File: config.mk
export PLATFORM = sky130hd
export DESIGN_NAME = json_string_unescape_utf8
export DESIGN_NICKNAME = d
export VERILOG_FILES = /design/src/jsu_pkg.sv /design/src/jsu_front.sv /design/src/jsu_queue.sv /design/src/jsu_back.sv /design/src/json_string_unescape_utf8.sv
export SDC_FILE = /design/constraint.sdc
export NUM_CORES = 1
export LEC_CHECK = 0
export BUFFER_PORTS_ARGS = -buffer_cell sky130_fd_sc_hd__buf_4
export CORE_MARGIN = 3
export CORE_UTILIZATION = 23
export CTS_CLUSTER_SIZE = 10
export DETAILED_ROUTE_END_ITERATION = 8
export GPL_TIMING_DRIVEN = 0
export SETUP_SLACK_MARGIN = 0.15
export SLEW_MARGIN = 20
export SYNTH_ARGS = -nofsm -noshare
export SYNTH_HDL_FRONTEND = slang
export SYNTH_SLANG_ARGS = --single-unit
File: constraint.sdc
create_clock -name clk -period 4.4 [get_ports clk]
set_clock_uncertainty 0.15 [all_clocks]
set_input_delay 0.22 -clock clk [delete_from_list [all_inputs] [get_ports clk]]
set_output_delay 0.22 -clock clk [all_outputs]
set_load 0.02 [all_outputs]
File: src/jsu_pkg.sv
package jsu_pkg;

	// Input item: one raw byte of the text stream
	typedef struct packed {
		logic [7:0] in_byte;
		logic       end_of_data;
	} item_t;

	// Result item: one decoded byte, a close mark or an error mark
	typedef struct packed {
		logic [7:0] out_byte;
		logic [1:0] kind;
		logic       last_of_run;
	} result_t;

	// Result kinds
	localparam logic [1:0] KIND_BYTE  = 2'd0;
	localparam logic [1:0] KIND_CLOSE = 2'd1;
	localparam logic [1:0] KIND_ERR   = 2'd2;

	// Decoder phase
	typedef enum logic [1:0] {
		PH_WAIT = 2'd0,
		PH_STR  = 2'd1,
		PH_ESC  = 2'd2,
		PH_HEX  = 2'd3
	} phase_t;

	// All results caused by one input byte: up to three bytes of one kind
	typedef struct packed {
		logic [1:0]      count;
		logic [1:0]      kind;
		logic [2:0][7:0] data;
	} run_t;

	// Queue between classifier and emitter
	localparam int QDepth = 4;
	localparam int QAw    = 2;

	typedef struct packed {
		logic valid;
		run_t run;
	} head_t;

endpackage

File: src/jsu_front.sv
module jsu_front (
	input  logic           clk,
	input  logic           arst_n,
	input  logic           item_valid,
	output logic           item_stall,
	input  jsu_pkg::item_t item,
	input  logic           queue_full,
	output logic           push,
	output jsu_pkg::run_t  push_run
);

	localparam logic [7:0] CHR_QUOTE = 8'h22;
	localparam logic [7:0] CHR_BSLASH = 8'h5C;
	localparam logic [7:0] CHR_SLASH = 8'h2F;
	localparam logic [7:0] CHR_B = 8'h62;
	localparam logic [7:0] CHR_F = 8'h66;
	localparam logic [7:0] CHR_N = 8'h6E;
	localparam logic [7:0] CHR_R = 8'h72;
	localparam logic [7:0] CHR_T = 8'h74;
	localparam logic [7:0] CHR_U = 8'h75;

	jsu_pkg::phase_t phase_q, phase_d;
	logic [1:0]      hex_q, hex_d;
	logic [15:0]     cp_q, cp_d;
	logic            accept;
	logic            hex_ok;
	logic [3:0]      hex_v;
	logic [15:0]     cp_next;
	jsu_pkg::run_t   run;

	// Decode one hex digit of either case
	always_comb begin
		hex_ok = 1'b1;
		hex_v = 4'd0;
		if (item.in_byte >= 8'h30 && item.in_byte <= 8'h39) begin
			hex_v = 4'(item.in_byte - 8'h30);
		end else if (item.in_byte >= 8'h61 && item.in_byte <= 8'h66) begin
			hex_v = 4'(item.in_byte - 8'h57);
		end else if (item.in_byte >= 8'h41 && item.in_byte <= 8'h46) begin
			hex_v = 4'(item.in_byte - 8'h37);
		end else begin
			hex_ok = 1'b0;
		end
	end

	assign cp_next = {cp_q[11:0], hex_v};
	assign item_stall = queue_full;
	assign accept = item_valid && !queue_full;

	// Next state and run for the accepted byte
	always_comb begin
		phase_d = phase_q;
		hex_d = hex_q;
		cp_d = cp_q;
		run = '0;
		run.kind = jsu_pkg::KIND_BYTE;
		if (accept) begin
			if (item.end_of_data) begin
				if (phase_q != jsu_pkg::PH_WAIT) begin
					phase_d = jsu_pkg::PH_WAIT;
					hex_d = 2'd0;
					cp_d = 16'd0;
					run.count = 2'd1;
					run.kind = jsu_pkg::KIND_ERR;
				end
			end else begin
				unique case (phase_q)
					jsu_pkg::PH_WAIT: begin
						if (item.in_byte == CHR_QUOTE) begin
							phase_d = jsu_pkg::PH_STR;
						end else begin
							run.count = 2'd1;
							run.kind = jsu_pkg::KIND_ERR;
						end
					end
					jsu_pkg::PH_STR: begin
						if (item.in_byte == CHR_QUOTE) begin
							phase_d = jsu_pkg::PH_WAIT;
							run.count = 2'd1;
							run.kind = jsu_pkg::KIND_CLOSE;
						end else if (item.in_byte == CHR_BSLASH) begin
							phase_d = jsu_pkg::PH_ESC;
						end else begin
							run.count = 2'd1;
							run.data[0] = item.in_byte;
						end
					end
					jsu_pkg::PH_ESC: begin
						phase_d = jsu_pkg::PH_STR;
						run.count = 2'd1;
						unique case (item.in_byte)
							CHR_QUOTE:  run.data[0] = CHR_QUOTE;
							CHR_BSLASH: run.data[0] = CHR_BSLASH;
							CHR_SLASH:  run.data[0] = CHR_SLASH;
							CHR_B:      run.data[0] = 8'h08;
							CHR_F:      run.data[0] = 8'h0C;
							CHR_N:      run.data[0] = 8'h0A;
							CHR_R:      run.data[0] = 8'h0D;
							CHR_T:      run.data[0] = 8'h09;
							CHR_U: begin
								phase_d = jsu_pkg::PH_HEX;
								hex_d = 2'd0;
								cp_d = 16'd0;
								run.count = 2'd0;
							end
							default: begin
								phase_d = jsu_pkg::PH_WAIT;
								hex_d = 2'd0;
								cp_d = 16'd0;
								run.kind = jsu_pkg::KIND_ERR;
							end
						endcase
					end
					jsu_pkg::PH_HEX: begin
						if (!hex_ok) begin
							phase_d = jsu_pkg::PH_WAIT;
							hex_d = 2'd0;
							cp_d = 16'd0;
							run.count = 2'd1;
							run.kind = jsu_pkg::KIND_ERR;
						end else if (hex_q == 2'd3) begin
							// Fourth digit: encode the code point as UTF-8
							phase_d = jsu_pkg::PH_STR;
							hex_d = 2'd0;
							cp_d = 16'd0;
							if (cp_next < 16'h0080) begin
								run.count = 2'd1;
								run.data[0] = cp_next[7:0];
							end else if (cp_next < 16'h0800) begin
								run.count = 2'd2;
								run.data[0] = {3'b110, cp_next[10:6]};
								run.data[1] = {2'b10, cp_next[5:0]};
							end else begin
								run.count = 2'd3;
								run.data[0] = {4'b1110, cp_next[15:12]};
								run.data[1] = {2'b10, cp_next[11:6]};
								run.data[2] = {2'b10, cp_next[5:0]};
							end
						end else begin
							hex_d = hex_q + 2'd1;
							cp_d = cp_next;
						end
					end
					default: begin
						phase_d = jsu_pkg::PH_WAIT;
					end
				endcase
			end
		end
	end

	assign push = accept && (run.count != 2'd0);
	assign push_run = run;

	// Hold decoder state
	always_ff @(posedge clk or negedge arst_n) begin
		if (!arst_n) begin
			phase_q <= jsu_pkg::PH_WAIT;
			hex_q <= 2'd0;
			cp_q <= 16'd0;
		end else begin
			phase_q <= phase_d;
			hex_q <= hex_d;
			cp_q <= cp_d;
		end
	end

endmodule

File: src/jsu_queue.sv
module jsu_queue (
	input  logic           clk,
	input  logic           arst_n,
	input  logic           push,
	input  jsu_pkg::run_t  push_run,
	output logic           full,
	input  logic           pop,
	output jsu_pkg::head_t head
);

	jsu_pkg::run_t           mem_q [jsu_pkg::QDepth];
	logic [jsu_pkg::QAw-1:0] wr_ptr_q;
	logic [jsu_pkg::QAw-1:0] rd_ptr_q;
	logic [jsu_pkg::QAw:0]   cnt_q;
	logic                    do_pop;

	assign full = (cnt_q == (jsu_pkg::QAw+1)'(jsu_pkg::QDepth));
	assign head.valid = (cnt_q != '0);
	assign head.run = mem_q[rd_ptr_q];
	assign do_pop = pop && head.valid;

	// Store runs
	always_ff @(posedge clk) begin
		if (push) begin
			mem_q[wr_ptr_q] <= push_run;
		end
	end

	// Advance pointers and fill count
	always_ff @(posedge clk or negedge arst_n) begin
		if (!arst_n) begin
			wr_ptr_q <= '0;
			rd_ptr_q <= '0;
			cnt_q <= '0;
		end else begin
			if (push) begin
				wr_ptr_q <= wr_ptr_q + 1'b1;
			end
			if (do_pop) begin
				rd_ptr_q <= rd_ptr_q + 1'b1;
			end
			if (push && !do_pop) begin
				cnt_q <= cnt_q + 1'b1;
			end else if (!push && do_pop) begin
				cnt_q <= cnt_q - 1'b1;
			end
		end
	end

endmodule

File: src/jsu_back.sv
module jsu_back (
	input  logic             clk,
	input  logic             arst_n,
	input  jsu_pkg::head_t   head,
	output logic             pop,
	output logic             result_valid,
	input  logic             result_stall,
	output jsu_pkg::result_t result
);

	logic [1:0]       idx_q;
	logic             valid_q;
	jsu_pkg::result_t result_q;
	logic             load;
	logic             is_last;

	assign load = head.valid && (!valid_q || !result_stall);
	assign is_last = (idx_q == head.run.count - 2'd1);
	assign pop = load && is_last;

	// Load output register with the next byte of the head run
	always_ff @(posedge clk) begin
		if (load) begin
			result_q.out_byte <= head.run.data[idx_q];
			result_q.kind <= head.run.kind;
			result_q.last_of_run <= is_last;
		end
	end

	// Advance within the run and track output valid
	always_ff @(posedge clk or negedge arst_n) begin
		if (!arst_n) begin
			idx_q <= 2'd0;
			valid_q <= 1'b0;
		end else begin
			if (load) begin
				idx_q <= is_last ? 2'd0 : idx_q + 2'd1;
				valid_q <= 1'b1;
			end else if (!result_stall) begin
				valid_q <= 1'b0;
			end
		end
	end

	assign result_valid = valid_q;
	assign result = result_q;

endmodule

File: src/json_string_unescape_utf8.sv
// Channel  Direction  Handshake                  Payload
// item     in         item_valid / item_stall    jsu_pkg::item_t (in_byte, end_of_data)
// result   out        result_valid / result_stall jsu_pkg::result_t (out_byte, kind, last_of_run)
//
// One input byte is taken per cycle while item_stall is low; the classifier decides all
// of its results in that cycle. Results pass the run queue and leave the output register one
// per cycle unless stalled; a \u escape giving three bytes holds the emitter until all leave.
// A four-entry run queue between classifier and emitter absorbs such bursts; item_stall
// rises only while that queue is full. result_stall holds the output register.
// Reset clears the decoder to waiting for an opening quote and empties the queue.
module json_string_unescape_utf8 (
	input  logic             clk,
	input  logic             arst_n,
	input  logic             item_valid,
	output logic             item_stall,
	input  jsu_pkg::item_t   item,
	output logic             result_valid,
	input  logic             result_stall,
	output jsu_pkg::result_t result
);

	logic           queue_full;
	logic           push;
	jsu_pkg::run_t  push_run;
	logic           pop;
	jsu_pkg::head_t head;

	// Classify input bytes
	jsu_front u_front (
		.clk        (clk),
		.arst_n     (arst_n),
		.item_valid (item_valid),
		.item_stall (item_stall),
		.item       (item),
		.queue_full (queue_full),
		.push       (push),
		.push_run   (push_run)
	);

	// Buffer runs
	jsu_queue u_queue (
		.clk      (clk),
		.arst_n   (arst_n),
		.push     (push),
		.push_run (push_run),
		.full     (queue_full),
		.pop      (pop),
		.head     (head)
	);

	// Emit results
	jsu_back u_back (
		.clk          (clk),
		.arst_n       (arst_n),
		.head         (head),
		.pop          (pop),
		.result_valid (result_valid),
		.result_stall (result_stall),
		.result       (result)
	);

endmodule

== Word-level counts from Yosys, hierarchy flattened ==
Memory sizes are Yosys's and may differ from the RTL's.
Index checks and enable logic that the tools add are counted.

* Bits in registers: 37
* Memory bits (writable): 112
* Bits of input ports: 13
* Output and inout port bits: 13
* Word-level logic and storage cells: 140
* Memories: 1

* Add/subtract/negate cells: 10
* Order comparisons: 9
* Equal/unequal tests: 21
* Multiplexer cells: 62
* Reductions and logical operators: 26

{| class="wikitable"
|+ Memories
! name !! words !! bits a word !! read ports !! clocked after memory_dff !! wr ports !! RTL line !! text
|-
| u_queue.mem_q || 4 || 28 || 1 || 0 || 1 || jsu_queue.sv:11 || <nowiki>jsu_pkg::run_t mem_q [jsu_pkg::QDepth];</nowiki>
|}

{| class="wikitable"
|+ Operators with widths
! operator !! number
|-
| $mux 24 || 3
|-
| $mux 12 || 5
|-
| $eq 8x7->1 const B || 7
|-
| $pmux 7 s8 || 1
|-
| $mux 8 || 5
|-
| $mux 2 || 17
|-
| $mux 16 || 2
|-
| $mux 28 || 1
|-
| $pmux 12 s2 || 1
|-
| $pmux 8 s3 || 1
|-
| $bmux 8 s2 || 1
|-
| $eq 8x6->1 const B || 2
|-
| $ge 8x7->1 const B || 2
|-
| $le 8x7->1 const B || 2
|-
| $lt 16x12->1 const B || 1
|-
| $lt 16x8->1 const B || 1
|-
| $mux 4 || 4
|-
| $pmux 4 s4 || 1
|-
| $mux 14 || 1
|-
| $mux 1 || 12
|-
| $mux 3 || 4
|-
| $logic_and 1x1->1 || 10
|-
| $reduce_or 9->1 || 1
|-
| $add 2x1->2 const B || 4
|-
| 27 further kinds || 39
|}

== Logic depth before layout (Yosys ltp) ==
Gate-level depths: netlist (run 1).

* Depth in word-level cells: 19
* Gate-level depth with buffers: 15
* Mapped depth without buffers: 14

== Hierarchy ==
Synthesis (run 1) repeated with hierarchy kept, for this count alone.

* Cells, all modules: 488
* Area total of the unflattened synthesis: 7039.3 um^2

{| class="wikitable"
|+ Modules (own cells, without submodules)
! module !! times used !! cells each !! area each (um^2) !! sequential area each (um^2)
|-
| jsu_queue || 1 || 180 || 4443.0 || 3538.4
|-
| jsu_front || 1 || 251 || 1914.3 || 400.4
|-
| jsu_back || 1 || 57 || 681.9 || 405.4
|}

== Least setup slack after synthesis (run 1) ==
OpenSTA, ideal clock, no wires.

* Path type: in2reg
* Start: in item[7] (netlist name)
* End: mem u_queue.mem_q[0][0] (netlist name), enable pin
* Library setup time: 412 ps
* Arrival: 2974 ps
* Data required time: 3838 ps
* Slack: 864 ps
* Stages: 8
* Cell sequence: buf_4 or4b_4 a311oi_4 o221ai_1 or2_0 buf_2 o21a_4 nor2b_1

* Longest elaborated chain between the ends: 17

{| class="wikitable"
|+ RTL lines
! what !! RTL line !! text
|-
| from (decl) || json_string_unescape_utf8.sv:16 || <nowiki>input jsu_pkg::item_t item,</nowiki>
|-
| $ge 8x7->1 or $le 8x7->1 (tied branches) || jsu_front.sv:39 || <nowiki>end else if (item.in_byte >= 8'h41 && item.in_byte <= 8'h46) begin</nowiki>
|-
| $logic_and 1x1->1 || jsu_front.sv:39 ||
|-
| $mux 4 || jsu_front.sv:39 ||
|-
| $mux 4 || jsu_front.sv:37 || <nowiki>end else if (item.in_byte >= 8'h61 && item.in_byte <= 8'h66) begin</nowiki>
|-
| $mux 4 || jsu_front.sv:35 || <nowiki>if (item.in_byte >= 8'h30 && item.in_byte <= 8'h39) begin</nowiki>
|-
| $lt 16x12->1 || jsu_front.sv:129 || <nowiki>end else if (cp_next < 16'h0800) begin</nowiki>
|-
| $mux 1 || jsu_front.sv:129 ||
|-
| $mux 2 || jsu_front.sv:126 || <nowiki>if (cp_next < 16'h0080) begin</nowiki>
|-
| $mux 2 || jsu_front.sv:121 || <nowiki>end else if (hex_q == 2'd3) begin</nowiki>
|-
| $mux 2 || jsu_front.sv:115 || <nowiki>if (!hex_ok) begin</nowiki>
|-
| $pmux 4 s4 (*) || jsu_front.sv:67 || <nowiki>unique case (phase_q)</nowiki>
|-
| $mux 4 (*) || jsu_front.sv:58 || <nowiki>if (item.end_of_data) begin</nowiki>
|-
| $mux 28 (*) || jsu_front.sv:57 || <nowiki>if (accept) begin</nowiki>
|-
| $reduce_bool 2->1 (*) || jsu_front.sv:152 || <nowiki>assign push = accept && (run.count != 2'd0);</nowiki>
|-
| $logic_and 1x1->1 (*) || jsu_front.sv:152 ||
|-
| $mux 1 (*) || jsu_queue.sv:24 || <nowiki>if (push) begin</nowiki>
|-
| $mux 1 (implied by the code) (*) || jsu_queue.sv:25 || <nowiki>mem_q[wr_ptr_q] <= push_run;</nowiki>
|-
| to (decl) || jsu_queue.sv:11 ||
|}

Mark *: on every way between the ends. The rest lies on a longest branch, timed or not.

== Worst setup path after layout (run 1) ==
* Start: reg u_front.cp_q[10]
* End: reg u_queue.cnt_q[1] (netlist name)

* Longest elaborated chain between the ends: 13

{| class="wikitable"
|+ RTL lines
! what !! RTL line !! text
|-
| from (decl) || jsu_front.sv:24 || <nowiki>logic [15:0] cp_q, cp_d;</nowiki>
|-
| from (signal assigned) || jsu_front.sv:164 || <nowiki>cp_q <= cp_d;</nowiki>
|-
| $lt 16x12->1 || jsu_front.sv:129 ||
|-
| $mux 1 || jsu_front.sv:129 ||
|-
| $mux 2 (*) || jsu_front.sv:126 ||
|-
| $mux 2 (*) || jsu_front.sv:121 ||
|-
| $mux 2 (*) || jsu_front.sv:115 ||
|-
| $pmux 4 s4 (*) || jsu_front.sv:67 ||
|-
| $mux 4 (*) || jsu_front.sv:58 ||
|-
| $mux 28 (*) || jsu_front.sv:57 ||
|-
| $reduce_bool 2->1 (*) || jsu_front.sv:152 ||
|-
| $logic_and 1x1->1 (*) || jsu_front.sv:152 ||
|-
| via push || json_string_unescape_utf8.sv:23 || <nowiki>logic push;</nowiki>
|-
| $logic_not 1->1 || jsu_queue.sv:44 || <nowiki>end else if (!push && do_pop) begin</nowiki>
|-
| $logic_and 1x1->1 || jsu_queue.sv:44 ||
|-
| $reduce_bool 2->1 (no source line) || n/a ||
|-
| to (signal assigned) || jsu_queue.sv:43 || <nowiki>cnt_q <= cnt_q + 1'b1;</nowiki>
|-
| to (signal assigned) || jsu_queue.sv:45 || <nowiki>cnt_q <= cnt_q - 1'b1;</nowiki>
|-
| to (decl) || jsu_queue.sv:14 || <nowiki>logic [jsu_pkg::QAw:0] cnt_q;</nowiki>
|}

The timed path passes the listed nets; every way through them passes the cells marked *.
A chain may end at the register's enable or synchronous reset.

==> summary.txt, run 1 <==
GRT
  • Largest net degree at the start of global routing: 27
  • Global-route wire length before repair: 23,000 um
  • GRT overflow: 0
  • Vias in the first global route: 4,017
  • Total GRT Usage: 0.0982
  • Initial antenna violation count: 0

Layout
  • Finished Core Util: 0.285
  • NumNets Final: 534
  • Filler Cell Count: 2,882
  • Post-route cell area: 7950 um2
  • Share of cells above drive strength 1: 0.210
  • N_diodes: 0
  • Area delta synth->final: 21.5%

Floorplanning
  • DIE AREA: 30,500 um2
  • Chip Width: 175 um
  • Core area: 27,900 um2
  • Rows: 61
  • Number of top-level pins: 26
  • DIE HEIGHT: 175 um
  • Initial core utilization: 0.234

CTS
  • Clock Tree Root: clkbuf_16
  • Clock Sink Count: 141
  • Clock-pin slew on the worst setup and hold paths: 0.06 ns
  • Postcts setup bufs: 0
  • Worst-case clock buffer depth: 2
  • Worst-Skew Late Latency: 0.42 ns
  • Clock tree from TritonCTS: done
  • # hold bufs at CTS: 2
  • Clock buffer count from CTS: 17
  • H-tree levels: 4
  • Post-CTS Resized: 0

Timing
  • Setup-failing EPs final: 0
  • Fmax: 289 MHz
  • Tmin final: 3.46 ns
  • Final period utilization: 0.786
  • Endpoints failing hold: 0
  • Slew headroom: 0.451
  • Worst setup margin: 0.944 ns
  • Worst Tran Pin Value: 0.824 ns
  • Unrepaired setup endpoints after global routing: no
  • Slew Viols, Final: 0
  • Hold_ws: 0.107 ns

Power
  • Internal power: 3.23 mW
  • Leakage power: 2.82 nW
  • Combinational power share: 0.313
  • P_sw: 1.53 mW
  • Seq pwr share: 0.384
  • Clock group share of total power: 0.303
  • VDD IR max: 0.000269 V
  • Sw frac: 0.321
  • Pwr/cell area: 599 nW/um2

Setup path
  • Startpoint class of the critical path: register
  • Critical path type: reg2reg
  • Critical path data arrival time: 3.61 ns
  • Critical Path RT: 4.55 ns
  • CP Capture Type: register
  • CP Max Fanout: 7

Detailed routing
  • Avg WL per Cell: 16.3 um
  • DRT iter0 DRCs: 409
  • Routed Antenna Nets: 0
  • Post-Route WL: 14,600 um
  • Vias after detailed routing: 4,054
  • Drt pass-1 iters: 5
  • Via/cell ratio: 4.50
  • DRC violations left: 0

Synth
  • Seq cells post-synth: 141
  • Synth area leaders: edfxtp_1, dfrtp_1, mux4_2
  • Post-synth EDFFs: 115
  • Async SR Flop Fraction: 0.184
  • Most common flop cell mapped by yosys: edfxtp_1
  • Synthesized area per cell: 14.2 um2
  • Mapped cell area: 6550 um2
  • Sequential fraction of the synthesis area: 0.627
  • Post-Syn Instances: 461
  • Post-synth top area share: 0.528
  • Post-synthesis cell type count: 59
  • Post-Syn Nets: 485
  • Post-synth top area cell: edfxtp_1
  • YS warnings: 0

Run status
  • Status: finished clean

Placed design
  • IO Port Bufs: 24
  • Place WS: 0.589 ns
  • Post-placement cell area: 7330 um2
  • GP Congestion: 0.854
  • Post-DP HPWL: 10,200 um

Job
  • Max cap viols: 0

Worst hold path
  • Hold Crit Class: in2async
layout by cell type, fill, tap and decap left out, drive strengths merged, types with 9 or more instances in the layout:
cell,n
nor2,26
o22ai,9
clkbuf,27
nor3,9
mux2,9
nand2,35
mux4,26
inv,36
mux2i,17
o21ai,16
edfxtp,115
buf,38
dfrtp,26
nand3,9
a21oi,21
ha,10
power groups by stage:
stage               Sequential, mW  Clock [mW]  Combinational [mW]
floorplan                     1.91           0               0.944
global placement              1.86           0                1.41
detailed placement            1.86           0                1.50
CTS                           1.83        1.47                1.51
global route                  1.85        1.54                1.63
finish                        1.83        1.44                1.49
cell families after synthesis:
| kind of cell | after synthesis | share of synthesized area |
|---|---|---|
| flops | 141 | 0.627 |
| fa+ha+maj | 11 | 0.0222 |
| buf+inv | 48 | 0.0294 |
| simple gates | 128 | 0.107 |
| compound gates | 72 | 0.0711 |
| mux | 52 | 0.132 |
| xor+xnor | 9 | 0.0120 |
critical path: stages, from the launching register on:
cell and delay (ns):
dfrtp_1 0.39, or4_1 0.57, nor3_1 0.32, o21ai_0 0.16
nor4_2 0.38, o21a_4 0.29, inv_1 0.11, ha_1 0.23
inv_1 0.08, fa_1 0.38, mux2_2 0.27
stage by stage:
stage	TNS [ns]	power, mW	cells
CTS	0	4.82	901
global route	0	5.02	901
finish	0	4.76	901
floorplan	0	2.85	461
global placement	-50.53	3.28	863
detailed placement	0	3.36	867
sequential cells by signal, summed over array words and instances (netlist names):
name and flops:
u_queue.cnt_q 3, u_front.hex_q 2, u_queue.wr_ptr_q 2, u_queue.rd_ptr_q 2
u_back.idx_q 2, u_front.phase_q 2, u_queue.mem_q 104, u_front.cp_q 12
u_back.result 11, u_back.result_valid 1
Yosys cell counts, types with 4 or more instances:
cell type	number
a21oi_1	21
a31oi_1	7
buf_1	4
buf_2	4
clkbuf_1	10
dfrtp_1	26
edfxtp_1	115
ha_1	10
inv_1	28
mux2_1	5
mux2i_1	17
mux4_2	26
nand2_1	35
nand2b_1	6
nand3_1	9
nor2_1	25
nor2b_1	7
nor3_1	9
nor3b_1	4
nor4_1	6
o21ai_0	14
o22ai_1	9
or4_1	4
xnor2_1	6
final timing paths:
kind                                              endpoint  slack (ns)                             from  depth (start not counted)
hold reg to reg            u_back.result_valid$_DFFE_PN0P_        0.34  u_back.result_valid$_DFFE_PN0P_                          2
max in group asynchronous     u_front.cp_q[10]$_DFFE_PN0P_        3.69                           arst_n                          2
setup / recovery              u_queue.cnt_q[1]$_DFFE_PN0P_        0.94     u_front.cp_q[10]$_DFFE_PN0P_                         10
setup reg to reg              u_queue.cnt_q[1]$_DFFE_PN0P_        0.94     u_front.cp_q[10]$_DFFE_PN0P_                         10
hold / removal                 u_back.idx_q[1]$_DFFE_PN0P_        0.11                           arst_n                          2
min in group clk            u_front.phase_q[1]$_DFFE_PN0P_        0.12                       item_valid                          4
final cells by class:
cell class | count | area, um2 | area share
Sequential cell | 141 | 4100 | 0.516
Multi-Input combinational cell | 272 | 2280 | 0.287
Tap cell | 378 | 473 | 0.0595
Clock buffer | 17 | 425 | 0.0535
Timing Repair Buffer | 30 | 303 | 0.0381
Clock inverter | 15 | 175 | 0.0220
Inverter | 28 | 105 | 0.0132
Buffer | 20 | 87.6 | 0.0110
metal layers:
metal | wire length, um | track usage
met4 | 148 | 0.0199
met1 | 6910 | 0.139
met3 | 1020 | 0.0359
met2 | 6560 | 0.145
met5 | 0 | 0
Power figures use the tool's default switching activity.
==> inputs of run 2 (changes only) <==
==> constraint.sdc (replaced) <==
create_clock -name clk -period 3.1 [get_ports clk]
set_clock_uncertainty 0.15 [all_clocks]
set_input_delay 0.155 -clock clk [delete_from_list [all_inputs] [get_ports clk]]
set_output_delay 0.155 -clock clk [all_outputs]
set_load 0.02 [all_outputs]
==> summary.txt, run 2 (same netlist as run 1, synthesis figures left out) <==
Detailed routing
  • Routed Antenna Nets: 0
  • Post-Route WL: 14,800 um
  • Drt pass-1 iters: 5
  • Vias after detailed routing: 4,093
  • Avg WL per Cell: 16.2 um
  • DRC violations left: 0
  • DRT iter0 DRCs: 434
  • Via/cell ratio: 4.50

Timing
  • Tmin final: 2.99 ns
  • Endpoints failing hold: 0
  • Slew Viols, Final: 0
  • Fmax: 335 MHz
  • Unrepaired setup endpoints after global routing: yes
  • Fin Setup TNS: 0 ns
  • Setup-failing EPs final: 0
  • Final period utilization: 0.964
  • Hold_ws: 0.0407 ns
  • Worst Tran Pin Value: 0.839 ns
  • Slew headroom: 0.436

Layout
  • Finished Core Util: 0.294
  • Max reg flops: 104
  • Share of cells above drive strength 1: 0.267
  • Commonest non-fill, non-tap cell in the layout: edfxtp_1
  • Register area: 4110 um2
  • NumNets Final: 543
  • Leading cell types in the layout, fill and taps excluded: edfxtp_1, nand2_1, buf_4
  • N_diodes: 0
  • Top reg by flops: u_queue.mem_q
  • Area delta synth->final: 25.4%
  • Filler Cell Count: 2,853
  • Area occupied by multi-input gates: 2380 um2

Placed design
  • IO Port Bufs: 24
  • GP Congestion: 0.845
  • Post-DP HPWL: 10,300 um

GRT
  • Met3 usage in global routing: 0.0311
  • Largest net degree at the start of global routing: 27
  • Met1 Track Usage GR: 0.144
  • Vias in the first global route: 4,148
  • Global-route wire length before repair: 23,800 um
  • Initial antenna violation count: 0
  • Total GRT Usage: 0.100
  • Gr busiest metal: met2
  • GRT met2 Usage: 0.150
  • GRT overflow: 0

Setup path
  • CP Capture Type: register
  • Critical path type: reg2reg
  • Critical Path RT: 3.25 ns
  • Worst R2R Path Depth: 11
  • CP Max Fanout: 3
  • Critical path data arrival time: 3.14 ns
  • Startpoint class of the critical path: register

Floorplanning
  • DIE HEIGHT: 175 um
  • Rows: 61
  • Core area: 27,900 um2
  • Initial core utilization: 0.234
  • Number of top-level pins: 26
  • DIE AREA: 30,500 um2
  • Chip Width: 175 um

CTS
  • Clock Tree Root: clkbuf_16
  • Clock-pin slew on the worst setup and hold paths: 0.07 ns
  • Clock buffer count from CTS: 17
  • Worst-case clock buffer depth: 2
  • Worst-Skew Late Latency: 0.41 ns
  • H-tree levels: 4
  • Clock Sink Count: 141
  • Clock tree from TritonCTS: done

Power
  • PnR Total Power: 6.92 mW
  • Pwr/cell area: 844 nW/um2
  • VDD IR max: 0.000379 V
  • Leakage power: 2.91 nW

Worst hold path
  • Hold Crit Class: in2reg
  • Hold Path Depth: 4

Job
  • Max cap viols: 0

Run status
  • Status: finished clean
run 2: layout make-up:
type,count,area share
buffer,20,0.0128
multi-input combinational,272,0.290
inverter,28,0.0131
tap,378,0.0576
timing repair buffer,39,0.0521
sequential,141,0.500
clock buffer,20,0.0584
clock inverter,12,0.0152
run 2: stage by stage:
step                cell area [um2]  cells  setup WS [ns]
floorplan                      6580    461          0.141
global placement               7230    863         -0.895
detailed placement             7360    867         -0.421
CTS                            8070    904         0.0941
global route                   8210    910         0.0360
finish                         8210    910          0.113
run 2: per-layer routing:
layer / up-vias / part of all wire
li1: 1881 / -
met1: 2052 / 0.46
met2: 146 / 0.45
met3: 14 / 0.075
met4: 0 / 0.0091
met5: - / 0
run 2: power by group:
part	internal [mW]	switching, mW	leakage (nW)
clock network	1.22	0.819	0.292
registers	2.46	0.145	1.46
logic	1.03	1.25	1.17
run 2: worst paths after layout:
check / from / endpoint / slack, ns
min in group asynchronous: arst_n / u_back.idx_q[0]$_DFFE_PN0P_ / 0.07
worst min-delay path: item_valid / u_front.phase_q[1]$_DFFE_PN0P_ / 0.04
worst max register to register: u_front.cp_q[11]$_DFFE_PN0P_ / u_queue.cnt_q[1]$_DFFE_PN0P_ / 0.11
max in group asynchronous: arst_n / u_front.cp_q[6]$_DFFE_PN0P_ / 2.41
worst min register to register: u_front.hex_q[1]$_DFFE_PN0P_ / u_front.hex_q[1]$_DFFE_PN0P_ / 0.34
worst max-delay path: u_front.cp_q[11]$_DFFE_PN0P_ / u_queue.cnt_q[1]$_DFFE_PN0P_ / 0.11
run 2: what timing repair did:
item	4_1_cts	5_1_grt
buffers inserted	3	6
pin swaps	1	3
endpoints found under the setup margin	62	80
hold endpoints to repair	27	0
gates resized for setup	12	17
hold buffers	2	0
run 2: critical path, cell delays in order (launching register included):
cell and delay (ns):
dfrtp_1 0.40, or4_4 0.56, nor3_4 0.24, o21ai_2 0.08, nor4_2 0.21, buf_4 0.16
o21a_4 0.15, inv_4 0.05, ha_4 0.16, inv_2 0.05, fa_2 0.40, mux2_2 0.26
